File: src/rtl/ira_pkg.sv
// Shared constants, types and the digit-to-character map for the radix text converter.
// Used by ira_accum and integer_to_radix_ascii; depends on nothing else.
package ira_pkg;

   localparam int VALUE_BITS = 32;
   localparam int CNT_W      = $clog2(VALUE_BITS + 1);
   localparam int IDX_W      = $clog2(VALUE_BITS);
   localparam int CPAD_W     = 2 ** CNT_W;

   localparam int RADIX_W = 5;
   localparam int CSR_W   = 1;

   localparam logic [CSR_W-1:0] CSR_RADIX = 1'b0;
   localparam logic [CSR_W-1:0] CSR_UPPER = 1'b1;

   localparam logic [RADIX_W-1:0] RADIX_MIN   = 5'd2;
   localparam logic [RADIX_W-1:0] RADIX_MAX   = 5'd16;
   localparam logic [RADIX_W-1:0] RADIX_DEC   = 5'd10;
   localparam logic [RADIX_W-1:0] RADIX_RESET = 5'd10;

   localparam logic [7:0] CHAR_ZERO  = 8'd48;
   localparam logic [7:0] CHAR_UPPER = 8'd65;
   localparam logic [7:0] CHAR_LOWER = 8'd97;
   localparam logic [7:0] CHAR_MINUS = 8'd45;
   localparam logic [7:0] DIGIT_TEN  = 8'd10;

   typedef struct packed {
      logic clear;
      logic step;
      logic bit_in;
   } acc_ctrl_type;

   function automatic logic [7:0] digit_char(input logic [3:0] d, input logic upper);
      logic [7:0] d8;
      d8 = {4'b0000, d};
      if (d8 < DIGIT_TEN) begin
         digit_char = CHAR_ZERO + d8;
      end else begin
         digit_char = (upper ? CHAR_UPPER : CHAR_LOWER) + d8 - DIGIT_TEN;
      end
   endfunction

endpackage

File: src/rtl/integer_to_radix_ascii.sv
// Top level of the integer to radix text converter: sequencer, config registers, output register.
// Instantiates ira_accum; uses ira_pkg.
//
// Converts one signed 32-bit word into its text in base 2..16 (radix register, clamped),
// most significant character first, one character per output word, the last one flagged.
// Negative words in base ten get a leading '-' and the magnitude; other bases write the
// two's-complement pattern. Each accepted word is fed MSB first through the doubling
// accumulator, one bit per step, then the read pointer is loaded; characters then leave
// one per cycle while rsp_ready is high. req_ready is high only while idle; the next word
// can be taken while the last character still waits.
module integer_to_radix_ascii (
   input  logic                                clock,
   input  logic                                reset,
   input  logic                                req_valid,
   output logic                                req_ready,
   input  logic signed [ira_pkg::VALUE_BITS-1:0] req_value,
   output logic                                rsp_valid,
   input  logic                                rsp_ready,
   output logic [7:0]                          rsp_character,
   output logic                                rsp_last_char,
   input  logic                                csr_we,
   input  logic [ira_pkg::CSR_W-1:0]           csr_index,
   input  logic [ira_pkg::RADIX_W-1:0]         csr_wdata
);

   localparam int N = ira_pkg::VALUE_BITS;
   localparam logic [ira_pkg::CNT_W-1:0] LAST_STEP = ira_pkg::CNT_W'(N - 1);

   typedef enum logic [1:0] {ST_IDLE, ST_ACCUM, ST_LOAD, ST_EMIT} state_type;

   state_type                     state_ff, state_in;
   logic [ira_pkg::RADIX_W-1:0]   radix_ff;
   logic                          upper_ff;
   logic [ira_pkg::RADIX_W-1:0]   base_ff, base_in;
   logic [N-1:0]                  mag_ff, mag_in;
   logic [ira_pkg::CNT_W-1:0]     step_ff, step_in;
   logic [ira_pkg::IDX_W-1:0]     idx_ff, idx_in;
   logic                          neg_ff, neg_in;
   logic                          rsp_valid_ff, rsp_valid_in;
   logic [7:0]                    char_ff, char_in;
   logic                          last_ff, last_in;

   ira_pkg::acc_ctrl_type         acc_ctrl;
   logic [3:0]                    rd_digit;
   logic [ira_pkg::CNT_W-1:0]     digit_count;
   logic [ira_pkg::RADIX_W-1:0]   base_clamp;
   logic [N-1:0]                  value_u;
   logic                          out_free;

   ira_accum u_accum (
      .clock       (clock),
      .reset       (reset),
      .ctrl        (acc_ctrl),
      .radix       (base_ff),
      .rd_index    (idx_ff),
      .rd_digit    (rd_digit),
      .digit_count (digit_count)
   );

   assign base_clamp = (radix_ff < ira_pkg::RADIX_MIN) ? ira_pkg::RADIX_MIN :
                       (radix_ff > ira_pkg::RADIX_MAX) ? ira_pkg::RADIX_MAX : radix_ff;
   assign value_u    = $unsigned(req_value);
   assign out_free   = !rsp_valid_ff || rsp_ready;

   always_comb begin
      state_in     = state_ff;
      base_in      = base_ff;
      mag_in       = mag_ff;
      step_in      = step_ff;
      idx_in       = idx_ff;
      neg_in       = neg_ff;
      rsp_valid_in = rsp_valid_ff && !rsp_ready;
      char_in      = char_ff;
      last_in      = last_ff;
      acc_ctrl     = '0;
      case (state_ff)
         ST_IDLE: begin
            if (req_valid) begin
               base_in       = base_clamp;
               neg_in        = value_u[N-1] && (base_clamp == ira_pkg::RADIX_DEC);
               mag_in        = neg_in ? (~value_u + N'(1)) : value_u;
               step_in       = '0;
               acc_ctrl.clear = 1'b1;
               state_in      = ST_ACCUM;
            end
         end
         ST_ACCUM: begin
            // Feed the magnitude in MSB first.
            acc_ctrl.step   = 1'b1;
            acc_ctrl.bit_in = mag_ff[N-1];
            mag_in          = {mag_ff[N-2:0], 1'b0};
            step_in         = step_ff + ira_pkg::CNT_W'(1);
            if (step_ff == LAST_STEP) begin
               state_in = ST_LOAD;
            end
         end
         ST_LOAD: begin
            idx_in   = ira_pkg::IDX_W'(digit_count - ira_pkg::CNT_W'(1));
            state_in = ST_EMIT;
         end
         ST_EMIT: begin
            if (out_free) begin
               rsp_valid_in = 1'b1;
               if (neg_ff) begin
                  char_in = ira_pkg::CHAR_MINUS;
                  last_in = 1'b0;
                  neg_in  = 1'b0;
               end else begin
                  char_in = ira_pkg::digit_char(rd_digit, upper_ff);
                  last_in = (idx_ff == '0);
                  if (idx_ff == '0) begin
                     state_in = ST_IDLE;
                  end else begin
                     idx_in = idx_ff - ira_pkg::IDX_W'(1);
                  end
               end
            end
         end
         default: begin
            state_in = ST_IDLE;
         end
      endcase
   end

   always_ff @(posedge clock) begin
      if (reset) begin
         state_ff     <= ST_IDLE;
         neg_ff       <= 1'b0;
         rsp_valid_ff <= 1'b0;
      end else begin
         state_ff     <= state_in;
         neg_ff       <= neg_in;
         rsp_valid_ff <= rsp_valid_in;
      end
      base_ff <= base_in;
      mag_ff  <= mag_in;
      step_ff <= step_in;
      idx_ff  <= idx_in;
      char_ff <= char_in;
      last_ff <= last_in;
   end

   always_ff @(posedge clock) begin
      if (reset) begin
         radix_ff <= ira_pkg::RADIX_RESET;
         upper_ff <= 1'b0;
      end else if (csr_we) begin
         case (csr_index)
            ira_pkg::CSR_RADIX: radix_ff <= csr_wdata;
            ira_pkg::CSR_UPPER: upper_ff <= csr_wdata[0];
            default: ;
         endcase
      end
   end

   assign req_ready     = (state_ff == ST_IDLE);
   assign rsp_valid     = rsp_valid_ff;
   assign rsp_character = char_ff;
   assign rsp_last_char = last_ff;

endmodule

File: src/rtl/ira_accum.sv
// Digit accumulator: a row of base-b digit lanes that doubles and adds one input bit per step.
// Lane carries come from one wide add over generate/propagate vectors; uses ira_pkg.
module ira_accum (
   input  logic                         clock,
   input  logic                         reset,
   input  ira_pkg::acc_ctrl_type        ctrl,
   input  logic [ira_pkg::RADIX_W-1:0]  radix,
   input  logic [ira_pkg::IDX_W-1:0]    rd_index,
   output logic [3:0]                   rd_digit,
   output logic [ira_pkg::CNT_W-1:0]    digit_count
);

   localparam int N = ira_pkg::VALUE_BITS;

   logic [3:0]                  digit_ff [N];
   logic [3:0]                  digit_in [N];
   logic [ira_pkg::CNT_W-1:0]   count_ff;
   logic [ira_pkg::CNT_W-1:0]   count_in;

   logic [N-1:0]                gen;
   logic [N-1:0]                prop;
   logic [N:0]                  sum;
   logic [N:0]                  carry;
   logic [ira_pkg::CPAD_W-1:0]  carry_pad;

   // A lane generates when 2d >= b, propagates when 2d+1 == b.
   always_comb begin
      for (int i = 0; i < N; i++) begin
         gen[i]  = ({digit_ff[i], 1'b0} >= radix);
         prop[i] = ({digit_ff[i], 1'b1} == radix);
      end
   end

   // Adder carries equal the lane carries: generate is 1+1, propagate is 1+0.
   assign sum   = {1'b0, gen | prop} + {1'b0, gen} + {{N{1'b0}}, ctrl.bit_in};
   assign carry = sum ^ {1'b0, gen | prop} ^ {1'b0, gen};
   assign carry_pad = {{(ira_pkg::CPAD_W - N - 1){1'b0}}, carry};

   always_comb begin
      logic [4:0] dbl;
      for (int i = 0; i < N; i++) begin
         dbl         = {digit_ff[i], carry[i]} - (carry[i+1] ? radix : 5'd0);
         digit_in[i] = dbl[3:0];
      end
      // Grow by one digit when the top lane in use carries out.
      count_in = count_ff + {{(ira_pkg::CNT_W-1){1'b0}}, carry_pad[count_ff]};
   end

   always_ff @(posedge clock) begin
      if (reset) begin
         count_ff <= '0;
      end else if (ctrl.clear) begin
         count_ff <= ira_pkg::CNT_W'(1);
      end else if (ctrl.step) begin
         count_ff <= count_in;
      end
   end

   always_ff @(posedge clock) begin
      for (int i = 0; i < N; i++) begin
         if (ctrl.clear) begin
            digit_ff[i] <= 4'd0;
         end else if (ctrl.step) begin
            digit_ff[i] <= digit_in[i];
         end
      end
   end

   assign rd_digit    = digit_ff[rd_index];
   assign digit_count = count_ff;

endmodule

File: config.mk
export PLATFORM = sky130hd
export DESIGN_NAME = integer_to_radix_ascii
export DESIGN_NICKNAME = d
export VERILOG_FILES = /design/src/rtl/ira_pkg.sv /design/src/rtl/integer_to_radix_ascii.sv /design/src/rtl/ira_accum.sv
export SDC_FILE = /design/constraint.sdc
export NUM_CORES = 1
export LEC_CHECK = 0
export BUFFER_PORTS_ARGS = -buffer_cell sky130_fd_sc_hd__buf_2
export CORE_MARGIN = 5
export CORE_UTILIZATION = 35
export DETAILED_ROUTE_END_ITERATION = 16
export GPL_TIMING_DRIVEN = 0
export PLACE_DENSITY = 0.59
export SYNTH_ARGS = -nofsm -noshare
export SYNTH_HDL_FRONTEND = slang
export SYNTH_SLANG_ARGS = --single-unit
export TNS_END_PERCENT = 30
File: constraint.sdc
create_clock -name clock -period 7.56 [get_ports clock]
set_input_delay 0.378 -clock clock [delete_from_list [all_inputs] [get_ports clock]]
set_output_delay 0.378 -clock clock [all_outputs]
set_load 0.02 [all_outputs]
## Word-level counts from Yosys, hierarchy flattened

Memories as Yosys holds them, arrays and structs flattened. A register that Yosys moved wholly into a read port is not among the register bits.
Cells that the tools add are included.

- Add/sub/neg operators: 42
- Magnitude comparators: 36
- Eq/ne operators: 43
- Multiplexer cells: 101
- Bitwise operators: 37
- Reduce and logical (&&, ||, !) cells: 20

Operators with widths:

| kind | number |
|---|---|
| two-way mux 4 bit | 64 |
| == test 5 bit | 32 |
| greater-or-equal comparator 5 bit | 32 |
| subtractor 4 bit | 32 |
| bitwise XOR 33 x 32 -> 33 bit | 2 |
| two-way mux 32 bit | 2 |
| one-hot mux 32 bit (2 select lines) | 1 |
| adder 32 x 32 -> 33 bit | 1 |
| adder 33 x 1 -> 33 bit | 1 |
| adder 32 x 1 -> 32 bit, second input constant | 1 |
| inverter 32 bit | 1 |
| bitwise OR 1 bit | 32 |
| bitwise OR 32 bit | 1 |
| two-way mux 5 bit | 6 |
| two-way mux 1 bit | 14 |
| two-way mux 2 bit | 6 |
| two-way mux 6 bit | 2 |
| != test 2 bit, second input constant | 6 |
| one-hot mux 6 bit (2 select lines) | 1 |
| one-hot mux 5 bit (2 select lines) | 1 |
| AND reduction 2 bit | 5 |
| subtractor 5 x 1 -> 5 bit, second input constant | 2 |
| adder 7 x 4 -> 8 bit | 1 |
| two-way mux 8 bit | 1 |
| other kinds (26) | 32 |

- Flip-flop bits (word level): 73
- Bits in writable memories: 128
- Memories kept: 1

Memories:

| memory | words | bits a word | rd ports | clocked after memory_dff | write ports | RTL line | text |
|---|---|---|---|---|---|---|---|
| u_accum.digit_ff | 32 | 4 | 33 | 1 | 32 | ira_accum.sv:15 | `logic [3:0] digit_ff [N];` |

## Depth between registers and ports, before layout

An unclocked memory read counts as a cell.

- Word-level depth: 12
- Mapped depth: 33
- Depth with buffers taken out: 31

## Modules after synthesis

From an unflattened synthesis, not the netlist that was laid out.

- Cells, all modules: 1910
- Area total of the unflattened synthesis: 18303.8 sq um

By module, submodules not included:

| module | instances | cells an instance | area each (sq um) | sequential area each (sq um) |
|---|---|---|---|---|
| ira_accum | 1 | 1508 | 14346.3 | 3963.8 |
| integer_to_radix_ascii | 1 | 402 | 3957.5 | 1881.8 |

## Worst setup path after synthesis

Ideal clock, no wire load.

- Kind: register to register
- Start point: register base_ff[3] (netlist name)
- End point: memory u_accum.digit_ff[31][3], data pin
- Arrival: 6391 ps
- Data required time: 7297 ps
- Path slack: 906 ps
- Stages on the path, launching flop included: 32
- Buffers on the path: 0
- Period minus slack after synthesis: 6654 ps
- Cell sequence: edfxtp_1 -> clkinv_1 -> ha_1 -> a21o_1 -> a2111oi_0 -> ha_1 -> inv_1 -> o211ai_1 -> ha_1 -> inv_1 -> nand2b_1 -> inv_1 -> nor4b_1 -> o311ai_2 -> a311oi_2 -> a211oi_4 -> o21ai_4 -> inv_2 -> o21ai_4 -> a211oi_1 -> o21ai_1 -> and2_1 -> ha_1 -> inv_1 -> a21o_1 -> a21oi_1 -> xor2_1 -> and2_1 -> nand3_1 -> o31ai_1 -> a31oi_1 -> nand3_1

RTL lines:

| element | RTL line | text |
|---|---|---|
| start: declaration | integer_to_radix_ascii.sv:34 | `logic [ira_pkg::RADIX_W-1:0] base_ff, base_in;` |
| start signal: assignment | integer_to_radix_ascii.sv:135 | `base_ff <= base_in;` |
| end: declaration | ira_accum.sv:15 |  |

==> metrics <==
Initial Utilization=0.3537; depth of the CTS H-tree=1; Post-synth EDFFs=184; # clock sinks=205; Fmax=~0.14 GHz; largest stage delay on the critical path=0.50 ns; fin nets=2296; global-route wire length before repair=roughly 86000 um; period utilization=0.9494; Die Area=between 50000 and 60000 um2; pre-CTS WS=-1.202 ns; Max-slew headroom=0.09205; Yosys reg bits=205; Overall Global Routing Usage=0.1919; CP max-delay cell=edfxtp_1; hold path depth=3; final setup TNS=0 ns; Reg clk slew, reported paths=0.07 ns; initial antenna violation count=0; startpoint types=flop; R2R Setup Slk=0.38 ns; Worst Setup SP=base_ff[2]; Max Buffers Root-to-Sink=3; Ys Warns=0; Area Overhead vs Synth=12.53%; placed instance count=2632; Mapped Cells=1897; CP Capture Type=flop; Synth Flop Type=edfxtp_1; GR Overflow Total=0; Ports=54; reg2reg start=base_ff[2]; core footprint=51300 um2; CTS root buf=clkbuf_16; Worst R2R Path Depth=32; commonest non-fill, non-tap cell in the layout=ha_1; Residual DRC=0; Final ANT Viol Nets=0; Routed WL=56070 um; Iter 0 DRT Violations=about 1300; Final Max Tran Viols=0; Synthesized Nets=2208; vias in the first global route=15090; Seq/Total Area, Yosys=0.3277; status=finished clean; CTS tree=built; max-cap violations=0; # setup viols final=0; Worst-Margin Slew=about 1.4 ns; routed via count=15230; worst vdd ir=0.2300 mV; largest fanout on the critical path=32; Hold Violations, Final=0; die height=237.7 um; final worst slack=0.3824 ns; Static Leak=~0.0086 uW; Die X=around 240 um; Avg Inst Size Synth=9.566 um2; power density cells=524.1 nW/um2; Pre-antenna DRT Iters=5; largest net degree at the start of global routing=between 60 and 70; most frequent cells in the layout=236 x ha_1, 207 x nor2_1, 184 x edfxtp_1, 164 x nand2_1, 137 x inv_1; clk_lat worst skew=between 0.5 and 0.6 ns; CTS Buf Count=27; hpwl dp=41020 um; WS Path Type=flop to flop; Post-Syn Area=approximately 18000 um2; Synth cell types=82; Worst R2R End=u_accum.digit_ff[31][3]; WL per Instance=20.87 um; crit path capture=u_accum.digit_ff[31][3]; clk_skew=0.02244 ns; Non-Filler Instances=2687; Hold Path Class=input port to flop; crit path DAT=between 7 and 8 ns; GP Congestion=0.9394; vias per std cell=5.668; FP Rows=83; Port Buf Inserts=between 50 and 60; share of cells above drive strength 1=0.09970; Post-synth ARST share=0; Period minus WS final=a little over 7 ns; CP Data Required Time=7.88 ns
## cells in the mapped netlist, types with 6 or more instances
cell,count,share of area
edfxtp_1,184,0.30
nor2b_1,21,0.0072
nand4_1,14,0.0048
or3_1,12,0.0041
mux4_2,40,0.050
xor2_1,67,0.032
inv_1,140,0.029
o21ai_1,6,0.0017
or2_2,9,0.0031
nor2_1,207,0.043
o21a_1,15,0.0062
nand3_1,44,0.012
mux2i_1,15,0.0083
o21ai_0,72,0.020
ha_1,236,0.16
a21o_1,67,0.028
nand2_1,165,0.034
and3_1,42,0.014
nor4_1,14,0.0048
o31ai_1,13,0.0054
nor3b_1,6,0.0025
nand4b_1,7,0.0034
and2_1,20,0.0069
and4_1,9,0.0043
clkbuf_1,53,0.011
nor3_1,48,0.013
fa_1,32,0.035
a31oi_1,8,0.0028
buf_1,10,0.0021
a211oi_1,12,0.0050
nand2b_1,21,0.0072
xnor2_1,46,0.022
dfxtp_1,21,0.023
a21oi_1,115,0.032
a211o_1,6,0.0029
## report_power, final
group          total [uW]  internal [uW]  switching [uW]
logic                6690           2670            4020
registers            2580           2090             496
clock network        1430            873             556
total               10700           5630            5070
## worst min path at each step
stage / startpoint / end / slack, ns
finish: csr_wdata[2] / radix_ff[2] / 0.05
detailed placement: upper_ff / upper_ff / 0.49
global route: csr_wdata[2] / radix_ff[2] / 0.07
CTS: csr_wdata[2] / radix_ff[2] / 0.03
floorplan: upper_ff / upper_ff / 0.45
global placement: upper_ff / upper_ff / 0.48
## flip-flops by register name, summed over array words and instances (netlist names), named ones only
register             flops
radix_ff                 5
rsp_last_char            1
step_ff                  6
u_accum.digit_count      6
mag_ff                  32
rsp_character            7
u_accum.digit_ff       128
upper_ff                 1
neg_ff                   1
base_ff                  5
idx_ff                   5
state_ff                 2
rsp_valid                1
## area by class of cell
class                      count  area [um2]
inverter                     145       563.0
clock buffer                  36       792.0
buffer                        69       285.3
sequential                   205        5946
timing repair buffer          61       387.9
tap                          680       850.8
antenna                        1       2.502
fill                        5022       30880
multi-input combinational   1476       11410
clock inverter                14       185.2
## critical path: cells and delay by family, from the launching register on
family,cells,cell delay [ns]
buffers and inverters,7,1.17
DFF,1,0.50
adders and majority gates,4,0.83
AOI/OAI and AO/OA,13,3.12
and+or+nand+nor,7,1.15
xor gates and xnor gates,1,0.13
## per-stage QoR
step | power, uW | util | cell area (um2) | hold slack, ns
2_1_floorplan | 7231 | - | 18150 | 0.4473
5_1_grt | 11530 | 0.3980 | 20420 | 0.07015
3_3_place_gp | 8943 | 0.3754 | 19260 | 0.4845
6_report | 10700 | 0.3980 | 20420 | 0.04637
3_5_place_dp | 9146 | 0.3772 | 19350 | 0.4882
4_1_cts | 10640 | 0.3974 | 20390 | 0.03371
## metal layers
metal	wire, um	part of all wire	up-vias	global-route usage
met3	3809	0.068	131	0.03608
met1	23970	0.43	7497	0.2523
met2	26130	0.47	526	0.3173
met5	0	0	-	0
li1	-	-	7075	-
met4	2159	0.039	0	0.06839
## logic make-up (layout without fill, tap and decap cells)
group | after synthesis | count (layout) | share of synthesized area
simple gates | 657 | 657 | 0.1740
fa+ha+maj | 268 | 268 | 0.1980
flops | 205 | 205 | 0.3277
buf+inv | 216 | 325 | 0.04564
mux | 59 | 59 | 0.06040
compound gates | 378 | 378 | 0.1395
xor+xnor | 113 | 113 | 0.05454
other cells | 1 | 2 | 0.0002067
## repair_timing
item / 4_1_cts / 5_1_grt
resized for setup: 9 / 6
endpoints found under the setup margin: 45 / 1
hold buffers: 3 / 0
endpoints found under the hold margin: 2 / 0
setup buffers: 1 / 2
cloned: 0 / 0
(Power assumes the default switching activity.)
